==> src/rtl/core/elfrb_pkg.sv <==
// Shared types and constants for the ELF relocation rebase core.
// Holds the transaction structs and relocation type codes; depends on nothing.
package elfrb_pkg;

    // x86 relocation set
    localparam logic [7:0] RT_386_32   = 8'd1;
    localparam logic [7:0] RT_386_PC32 = 8'd2;

    // ARM relocation set
    localparam logic [7:0] RT_ARM_PC24        = 8'd1;
    localparam logic [7:0] RT_ARM_ABS32       = 8'd2;
    localparam logic [7:0] RT_ARM_CALL        = 8'd28;
    localparam logic [7:0] RT_ARM_JUMP24      = 8'd29;
    localparam logic [7:0] RT_ARM_PREL31      = 8'd42;
    localparam logic [7:0] RT_ARM_MOVW_ABS_NC = 8'd43;
    localparam logic [7:0] RT_ARM_MOVT_ABS    = 8'd44;

    localparam logic STATUS_APPLIED      = 1'b0;
    localparam logic STATUS_UNKNOWN_TYPE = 1'b1;

    typedef struct packed {
        logic [7:0]  reloc_type;
        logic [31:0] target_word;
        logic [31:0] old_symbol_value;
        logic [31:0] new_symbol_value;
        logic [15:0] symbol_section;
        logic [15:0] target_section;
        logic [31:0] old_section_addr;
        logic [31:0] new_section_addr;
        logic [31:0] site_offset;
    } reloc_in_t;

    typedef struct packed {
        logic [31:0] patched_word;
        logic        status;
    } reloc_out_t;

endpackage

==> src/rtl/core/elf_relocation_rebase_patch_core.sv <==
// Top level of the ELF relocation rebase core: three-stage patch pipeline.
// Depends on elfrb_pkg for the transaction structs and type codes.
//
// Usage:
//   Input channel  (in_valid / in_stall / in_data): one relocation record per
//   transaction, accepted at a clock edge with in_valid high and in_stall low.
//   Output channel (out_valid / out_stall / out_data): one patched word and a
//   status per record, taken at an edge with out_valid high and out_stall low.
//   Config channel (cfg_valid / cfg_ready / cfg_data): writes arch_is_arm
//   (0 = x86 set, 1 = ARM set); cfg_ready is always high. Write it only while
//   the pipeline is empty.
// Path: records pass the stage 1, 2 and 3 registers to out_valid. Throughput: one
//   record per cycle while out_stall is low; stages 2 and 3 are each one 32-bit add
//   or subtract plus selection: stage 1 decodes the type and forms the symbol and
//   section deltas in parallel, stage 2 adds the addend to the symbol delta, stage 3
//   applies the section delta and re-encodes the word into the output register.
// Stall: each stage holds its record while the one ahead is full and held;
//   empty stages keep filling, so records are neither dropped nor repeated.
//   in_stall rises only when all three stages are full and out_stall is high.
// Reset: rst_n (asynchronous, active low) empties the pipeline and clears
//   arch_is_arm to the x86 set.
module elf_relocation_rebase_patch_core
    import elfrb_pkg::*;
(
    input  logic       clk,
    input  logic       rst_n,
    input  logic       in_valid,
    output logic       in_stall,
    input  reloc_in_t  in_data,
    output logic       out_valid,
    input  logic       out_stall,
    output reloc_out_t out_data,
    input  logic       cfg_valid,
    output logic       cfg_ready,
    input  logic       cfg_data
);

    // Operation class decided in stage 1 and carried down the pipe.
    typedef enum logic [2:0] {
        K_ERR,     // unknown type: pass the word, flag an error
        K_SAME,    // PC-relative in the same section: pass the word
        K_ABS,     // W + S_new - S_old
        K_PCREL,   // W + S_new - S_old + B_old - B_new
        K_BRANCH,  // 24-bit branch field, same sum on the scaled addend
        K_PREL31,  // W + S_new - (B_new + O), bit 31 cleared
        K_MOVW,    // low-half immediate rebase
        K_MOVT     // high-half immediate rebase
    } kind_t;

    logic arch_is_arm_reg;

    // Stage enables: a stage loads when it is empty or its contents move on.
    logic en1, en2, en3;

    // Stage 1 registers
    logic        v1_reg;
    kind_t       kind1_reg,  kind1_next;
    logic [31:0] w1_reg;
    logic [31:0] add1_reg,   add1_next;
    logic [31:0] symd1_reg,  symd1_next;
    logic [31:0] secd1_reg,  secd1_next;

    // Stage 2 registers
    logic        v2_reg;
    kind_t       kind2_reg;
    logic [31:0] w2_reg;
    logic [31:0] sum2_reg,   sum2_next;
    logic [31:0] secd2_reg;

    // Stage 3 (output) registers
    logic        v3_reg;
    reloc_out_t  out3_reg,   out3_next;

    logic        same_sec;
    logic [31:0] n3;

    assign en3      = !v3_reg || !out_stall;
    assign en2      = !v2_reg || en3;
    assign en1      = !v1_reg || en2;
    assign in_stall = !en1;

    assign cfg_ready = 1'b1;
    assign out_valid = v3_reg;
    assign out_data  = out3_reg;

    // Configuration register
    always_ff @(posedge clk or negedge rst_n)
    begin
        if (!rst_n)
        begin
            arch_is_arm_reg <= 1'b0;
        end
        else if (cfg_valid && cfg_ready)
        begin
            arch_is_arm_reg <= cfg_data;
        end
    end

    // ---------------------------------------------------------------------
    // Stage 1: decode the type, pick the addend, form the two deltas.
    // ---------------------------------------------------------------------
    assign same_sec = (in_data.target_section == in_data.symbol_section);

    always_comb
    begin
        kind1_next = K_ERR;
        if (!arch_is_arm_reg)
        begin
            unique case (in_data.reloc_type) inside
                RT_386_32:   kind1_next = K_ABS;
                RT_386_PC32: kind1_next = same_sec ? K_SAME : K_PCREL;
                default:     kind1_next = K_ERR;
            endcase
        end
        else
        begin
            unique case (in_data.reloc_type) inside
                RT_ARM_PC24, RT_ARM_CALL, RT_ARM_JUMP24:
                    kind1_next = same_sec ? K_SAME : K_BRANCH;
                RT_ARM_ABS32:       kind1_next = K_ABS;
                RT_ARM_PREL31:      kind1_next = K_PREL31;
                RT_ARM_MOVW_ABS_NC: kind1_next = K_MOVW;
                RT_ARM_MOVT_ABS:    kind1_next = K_MOVT;
                default:            kind1_next = K_ERR;
            endcase
        end
    end

    always_comb
    begin
        // Addend: scaled, sign-extended branch field or the MOVW/MOVT immediate.
        case (kind1_next)
            K_BRANCH:
                add1_next = {{6{in_data.target_word[23]}},
                             in_data.target_word[23:0], 2'b00};
            K_MOVW, K_MOVT:
                add1_next = {16'd0, in_data.target_word[19:16],
                             in_data.target_word[11:0]};
            default:
                add1_next = in_data.target_word;
        endcase

        // MOVT rebases on the upper halves, no borrow from the lower ones.
        // PREL31 takes the new symbol value alone, without the old one.
        if (kind1_next == K_MOVT)
        begin
            symd1_next = {16'd0, in_data.new_symbol_value[31:16]
                                 - in_data.old_symbol_value[31:16]};
        end
        else if (kind1_next == K_PREL31)
        begin
            symd1_next = in_data.new_symbol_value;
        end
        else
        begin
            symd1_next = in_data.new_symbol_value - in_data.old_symbol_value;
        end

        case (kind1_next)
            K_PCREL, K_BRANCH:
                secd1_next = in_data.old_section_addr - in_data.new_section_addr;
            K_PREL31:
                secd1_next = in_data.new_section_addr + in_data.site_offset;
            default:
                secd1_next = 32'd0;
        endcase
    end

    // ---------------------------------------------------------------------
    // Stage 2: addend plus symbol delta.
    // ---------------------------------------------------------------------
    assign sum2_next = add1_reg + symd1_reg;

    // ---------------------------------------------------------------------
    // Stage 3: apply the section delta and re-encode the word.
    // ---------------------------------------------------------------------
    assign n3 = (kind2_reg == K_PREL31) ? (sum2_reg - secd2_reg)
                                        : (sum2_reg + secd2_reg);

    always_comb
    begin
        out3_next.status = STATUS_APPLIED;
        case (kind2_reg)
            K_ABS, K_PCREL:
                out3_next.patched_word = n3;
            K_BRANCH:
                out3_next.patched_word = {w2_reg[31:24], n3[25:2]};
            K_PREL31:
                out3_next.patched_word = {1'b0, n3[30:0]};
            K_MOVW, K_MOVT:
                out3_next.patched_word = {w2_reg[31:20], n3[15:12],
                                          w2_reg[15:12], n3[11:0]};
            K_ERR:
            begin
                out3_next.patched_word = w2_reg;
                out3_next.status       = STATUS_UNKNOWN_TYPE;
            end
            default:
                out3_next.patched_word = w2_reg;
        endcase
    end

    // Valid bits
    always_ff @(posedge clk or negedge rst_n)
    begin
        if (!rst_n)
        begin
            v1_reg <= 1'b0;
            v2_reg <= 1'b0;
            v3_reg <= 1'b0;
        end
        else
        begin
            if (en1)
            begin
                v1_reg <= in_valid;
            end
            if (en2)
            begin
                v2_reg <= v1_reg;
            end
            if (en3)
            begin
                v3_reg <= v2_reg;
            end
        end
    end

    // Payload: load on enable, hold otherwise.
    always_ff @(posedge clk)
    begin
        if (en1)
        begin
            kind1_reg <= kind1_next;
            w1_reg    <= in_data.target_word;
            add1_reg  <= add1_next;
            symd1_reg <= symd1_next;
            secd1_reg <= secd1_next;
        end
        if (en2)
        begin
            kind2_reg <= kind1_reg;
            w2_reg    <= w1_reg;
            sum2_reg  <= sum2_next;
            secd2_reg <= secd1_reg;
        end
        if (en3)
        begin
            out3_reg <= out3_next;
        end
    end

    // ---------------------------------------------------------------------
    // Assertions
    // ---------------------------------------------------------------------
    a_accept_fills_stage1: assert property (@(posedge clk) disable iff (!rst_n)
        in_valid && !in_stall |=> v1_reg)
        else $error("accepted transaction did not enter stage 1");

    a_stage2_hold: assert property (@(posedge clk) disable iff (!rst_n)
        v2_reg && !en3 |=> v2_reg && $stable(sum2_reg) && $stable(w2_reg))
        else $error("stage 2 transaction lost while held");

    a_stage1_hold: assert property (@(posedge clk) disable iff (!rst_n)
        v1_reg && !en2 |=> v1_reg && $stable(add1_reg) && $stable(symd1_reg))
        else $error("stage 1 transaction lost while held");

    a_stall_only_when_full: assert property (@(posedge clk) disable iff (!rst_n)
        in_stall |-> v1_reg && v2_reg && v3_reg && out_stall)
        else $error("input stalled with room in the pipeline");

endmodule

==> config.mk <==
export PLATFORM = sky130hd
export DESIGN_NAME = elf_relocation_rebase_patch_core
export DESIGN_NICKNAME = d
export VERILOG_FILES = /design/src/rtl/core/elfrb_pkg.sv /design/src/rtl/core/elf_relocation_rebase_patch_core.sv
export SDC_FILE = /design/constraint.sdc
export NUM_CORES = 1
export LEC_CHECK = 0
export ABC_AREA = 1
export BUFFER_PORTS_ARGS = -buffer_cell sky130_fd_sc_hd__buf_2
export CAP_MARGIN = 20
export CORE_ASPECT_RATIO = 1.75
export CORE_MARGIN = 1.5
export CORE_UTILIZATION = 57
export DETAILED_ROUTE_END_ITERATION = 10
export PLACE_DENSITY = 0.77
export SYNTH_ARGS = -nofsm -noshare
export SYNTH_HDL_FRONTEND = slang
export SYNTH_SLANG_ARGS = --single-unit
==> constraint.sdc <==
create_clock -name clk -period 8.5 [get_ports clk]
set_input_delay 0.85 -clock clk [delete_from_list [all_inputs] [get_ports clk]]
set_output_delay 0.85 -clock clk [all_outputs]
set_load 0.05 [all_outputs]
==> results of run 1 <==
[stage by stage]
| stage | area [um2] | instances | hold slack (ps) |
|---|---|---|---|
| after floorplan | 21570 | 2921 | 400.3 |
| after global placement | 23390 | 3648 | 401.5 |
| after detailed placement | 23390 | 3648 | 404.5 |
| after CTS | 24090 | 3686 | 122.9 |
| after global routing | 24090 | 3686 | 126.6 |
| final | 24100 | 3687 | 125.6 |
[worst max-delay path, cell delays in order, from the launching register on]
cell      delay (ps)
edfxtp_1         510
nor2_2           870
clkinv_1         830
o31ai_1          280
xor2_1           200
inv_1             60
ha_1             370
nand2_1          120
nor2_1           650
nand2_1          110
nand2_1          380
nand2_1          130
nand2_1          180
nand2_1           80
and2_1           160
nand2_1          200
nand4_1          160
[where the power goes]
group	internal, uW	switching, uW
clock network	553	462
registers	1790	134
logic	825	1930
total	3170	2530
[per-layer routing]
metal | wire, um | global-route usage | vias to the layer above
met5 | 99 | 0 | -
met3 | 4355 | 0.06066 | 359
met1 | 24760 | 0.3742 | 9905
li1 | - | - | 10220
met4 | 6561 | 0.2870 | 14
met2 | 38780 | 0.7031 | 1005
[cell type report]
type                    instances  area share
multi-input cells            2211      0.4907
clock inverters                14    0.006802
diodes                          1   0.0001039
flip-flops and latches        267      0.3319
inverters                     410     0.06434
well taps                     480     0.02492
repair buffers                280     0.05899
clock buffers                  24     0.02228
[logic make-up after synthesis]
group	Yosys count	synth area share
buffers and inverters	443	0.08184
adders and majority gates	163	0.09663
DFF	267	0.3707
xor gates and xnor gates	127	0.05156
other	1	0.0001738
and+or+nand+nor	1463	0.2830
AOI/OAI and AO/OA	457	0.1161
[worst paths after layout]
kind | slack, ps | startpoint | depth (start not counted) | end
max | 2900 | kind2_reg[1] | 16 | out_data[14]
min | 130 | rst_n | 1 | v1_reg
max reg2reg | 2900 | kind2_reg[1] | 16 | out_data[14]
min reg2reg | 420 | kind1_reg[1] | 0 | kind2_reg[1]
max in group asynchronous | 8250 | rst_n | 1 | out_valid
min in group clk | 420 | kind1_reg[1] | 0 | kind2_reg[1]
[Yosys cell counts (7+ instances only)]
cell type	n	area share
nand2_1	809	0.14
inv_1	403	0.070
nor2_1	302	0.053
edfxtp_1	263	0.37
nand3_1	227	0.053
a21oi_1	213	0.049
ha_1	157	0.091
o21ai_0	136	0.032
xor2_1	75	0.030
xnor2_1	52	0.021
nor3_1	34	0.0079
nand4_1	31	0.0090
o21bai_1	24	0.0084
a21o_1	21	0.0073
nand3b_1	16	0.0056
o21ai_1	16	0.0037
a31oi_1	12	0.0035
or2_2	12	0.0035
buf_2	10	0.0023
o21a_1	10	0.0035
clkbuf_1	9	0.0016
buf_6	8	0.0042
nor4_1	8	0.0023
nor2_2	7	0.0020
o211ai_1	7	0.0024
[cells in the final DEF (no fill, tap or decap), drive strengths merged, types with 2 or more instances in the layout]
| cell type | count |
|---|---|
| nand2 | 815 |
| inv | 409 |
| nor2 | 311 |
| buf | 280 |
| edfxtp | 263 |
| nand3 | 230 |
| a21oi | 215 |
| ha | 157 |
| o21ai | 153 |
| xor2 | 75 |
| xnor2 | 52 |
| nor3 | 34 |
| nand4 | 31 |
| o21bai | 24 |
| clkbuf | 24 |
| a21o | 21 |
| nand3b | 16 |
| or2 | 13 |
| a31oi | 12 |
| o21a | 10 |
| clkinv | 10 |
| nor4 | 8 |
| o211ai | 7 |
| o22ai | 6 |
| fa | 6 |
| and2 | 4 |
| dfrtp | 4 |
| a21boi | 3 |
| bufinv | 3 |
| o221ai | 2 |
| clkinvlp | 2 |
==> results.cfg, run 1 <==
[sta]
tns_ps = 0
layout_setup_ws_ps = 2898
fin_crit_sh = 0.6590
worst_pin_slew_ps = 1208
clock_skew_ps = 10.65
period_needed_ps = 5602
max_slew_margin = 0.1916
clock.fmax_mhz = 178.5
hold_violations = 0
rsz0062_at_grt = false
slew_violations = 0
setup_viol = 0

[synthesis]
ys_types = 50
synthCells = 2921
synth_area_um2 = 21570
synth-edff-count = 263
syn_nets = 3322
synth_ff_type = edfxtp_1
synth-seq-cells = 267
synthArstFlopShare = 0.01498
ys_warn_count = 0
yosysSeqAreaShare = 0.3707
avgSynthCellArea_um2 = 7.385

[die]
fp.dieArea_um2 = 39070
chipWidth_um = 150.1
ioPinCount = 274
die_h_um = 260.4
start_util = 0.5768
rows = 94
coreArea_um2 = 37400

[detailed_routing]
post_drt_wl_per_cell_um = 20.22
dr.first_iter.drc_count = 1590
vias_per_cell = 5.832
drc = 0
via_count = 21500
drtAntennaViolNets = 0
drtPass1Iterations = 6
wl_um = 74550

[worst_hold_path]
worstHoldPathType = in -> async

[layout]
largest_reg_flops = 33
fillers = 3308
final_util = 0.6443
fin_nets = 3592
regArea_um2 = 7998
drive_gt1_frac = 0.1114
synthToLayoutAreaGrowth_pct = 11.70
multi_input_area_um2 = 11820

[run]
cap_violations = 0

[power]
p_leak_uw = 0.01199
p_per_area_nw_per_um2 = 236.3
fin_total_pwr_uw = 5693
ir_drop_v = 0.0001836

[global_routing]
antenna_found_initial = 8
grt_pass1_vias = 21270
grt_max_degree = 75
grt_pass1_wl_um = 112300
grt_overflow_total = 0
grt.total_usage = 0.3808

[placement]
place_congestion = 1.023
dpl.hpwl_um = 61070
dp_slack_ps = 3243
io_buffers = 272

[critical_path]
startpoint_type = register
arrival_ps = 5840
cp_max_fo = 21
path_class = reg -> reg
crit_required_ps = 8740
end_kind = register

[clock_network]
cts_root_buf = clkbuf_16
cts.hold.buffers_added = 0
htree_levels = 1
cts_made_buffers = 21
cts_tree = yes
clk_latency_ps = 520
post-cts-setup-buffers = 0
clkSlewWorstSetupHoldPaths_ps = 80
cts_resized = 0
cts.sinks = 267
clockBufferDepth = 3

[run_status]
status = finished, final reports clean
No activity file was read; power rests on OpenSTA's default activity.
==> run 2: changes to the inputs <==
==> constraint.sdc (replaced) <==
create_clock -name clk -period 5.3 [get_ports clk]
set_input_delay 0.53 -clock clk [delete_from_list [all_inputs] [get_ports clk]]
set_output_delay 0.53 -clock clk [all_outputs]
set_load 0.05 [all_outputs]
==> run 2 against run 1 <==
Setup slack got worse by 2000 ps. Sequential power up 62%. Worst hold slack improved by 61 ps. Via count grew 0.35%. Die area stayed put. Final cell count grew 0.24%. First-iteration DRC count grew 7.6%. Wire length grew 2.6%. Largest power group unchanged.
==> results.cfg, run 2 (synthesis results as in run 1) <==
[run_status]
status = finished, final reports clean

[layout]
largest_reg_flops = 33
fillers = 3245
final_common_cell = nand2_1
synthToLayoutAreaGrowth_pct = 12.33
regArea_um2 = 7999
fin_nets = 3600
final_cell_mix = 808 x nand2_1, 401 x inv_1, 301 x nor2_1
drive_gt1_frac = 0.1136
multi_input_area_um2 = 11840
finalInstanceArea_um2 = 24230

[sta]
worst_pin_slew_ps = 1183
rsz0062_at_grt = false
fin_crit_sh = 0.8306
tns_ps = 0
setup_viol = 0
max_slew_margin = 0.2030
whs_ps = 187.0
clock.fmax_mhz = 227.2
period_needed_ps = 4402
slew_violations = 0
clock_skew_ps = 19.75
hold_violations = 0

[die]
coreArea_um2 = 37400
ioPinCount = 274
die_h_um = 260.4
rows = 94
chipWidth_um = 150.1
start_util = 0.5768
fp.dieArea_um2 = 39070

[power]
p_per_area_nw_per_um2 = 387.5
ir_drop_v = 0.0002641
p_leak_uw = 0.01206

[critical_path]
cp_max_fo = 20
crit_required_ps = 5580
startpoint_type = register
arrival_ps = 4680
end_kind = register
path_class = reg -> reg

[clock_network]
clockBufferDepth = 3
clkSlewWorstSetupHoldPaths_ps = 70
cts.hold.buffers_added = 1
clk_latency_ps = 540
htree_levels = 1
cts_made_buffers = 22
cts_tree = yes
post-cts-setup-buffers = 0
cts_root_buf = clkbuf_16
cts.sinks = 267
cts_resized = 0

[global_routing]
use_met2 = 0.7278
grt_max_degree = 74
grt.total_usage = 0.3893
antenna_found_initial = 7
grt_pass1_vias = 21630
grt_overflow_total = 0
grtUsageMet1 = 0.3703
busiest_layer = met2
grt_pass1_wl_um = 114000
met3_usage = 0.06276

[placement]
dpl_cell_area_um2 = 23460
dpl.hpwl_um = 62120
place_congestion = 1.075
io_buffers = 272

[run]
cap_violations = 0

[detailed_routing]
via_count = 21580
post_drt_wl_per_cell_um = 20.69
drtPass1Iterations = 6
drc = 0
wl_um = 76450
vias_per_cell = 5.839
drtAntennaViolNets = 0
dr.first_iter.drc_count = 1711

[worst_hold_path]
worstHoldPathType = in -> reg
[run 2: cell types whose count changed in the layout (fill, tap and decap cells not counted), moves of 2 or more]
cell,previous run,this run
clkinv_1,2,5
buf_4,8,12
clkbuf_16,21,23
clkbuf_1,3,1
[run 2: metrics by stage]
stage	worst slack (ps)	util	instances	power [uW]
2_1_floorplan	-832.0	-	2921	6040
3_3_place_gp	1220	0.6273	3653	7405
3_5_place_dp	1089	0.6273	3653	7486
4_1_cts	1041	0.6476	3693	9163
5_1_grt	630.4	0.6478	3695	9851
6_report	898.0	0.6479	3696	9389
[run 2: final timing paths]
check | start | to | slack, ps | cells after the start
setup / recovery | kind2_reg[2] | out_data[19] | 900 | 20
hold / removal | in_valid | v1_reg | 190 | 2
setup reg to reg | kind2_reg[2] | out_data[19] | 900 | 20
hold reg to reg | secd1_reg[31] | secd2_reg[31] | 400 | 0
max in group asynchronous | rst_n | out_valid | 4790 | 2
min in group asynchronous | rst_n | out_valid | 360 | 2
[run 2: layout make-up]
class	instances	area share
Tap cell	480	0.02478
Sequential cell	267	0.3301
Multi-Input combinational cell	2211	0.4885
Clock inverter	15	0.006919
Inverter	410	0.06413
Timing Repair Buffer	287	0.06144
Antenna cell	2	0.0002065
Clock buffer	24	0.02391
[run 2: power by group]
group | internal [uW] | leakage, uW | switching, uW
logic | 1340 | 0.00890 | 3250
clock network | 945 | 0.000369 | 744
registers | 2870 | 0.00279 | 238
total | 5150 | 0.0121 | 4230
[run 2: critical path, cell delays in order, from the launching register on]
cell	delay, ps
edfxtp_1	450
nand2_1	120
nor2_1	180
buf_4	320
or2_2	180
xor2_1	130
inv_1	50
ha_1	350
nand2_1	90
o21ai_1	770
nand2_1	130
nand2_1	410
nand2_1	90
nand2_1	220
nand2_1	110
nand2_1	70
nand2_1	70
nand3_1	120
nand2_1	60
nor2_1	140
nand2_1	70
[run 2: routing by layer]
metal	routed length (um)	part of all wire
met1	24630	0.32
met2	40200	0.53
met3	5026	0.066
met4	6546	0.086
met5	51	0.00067
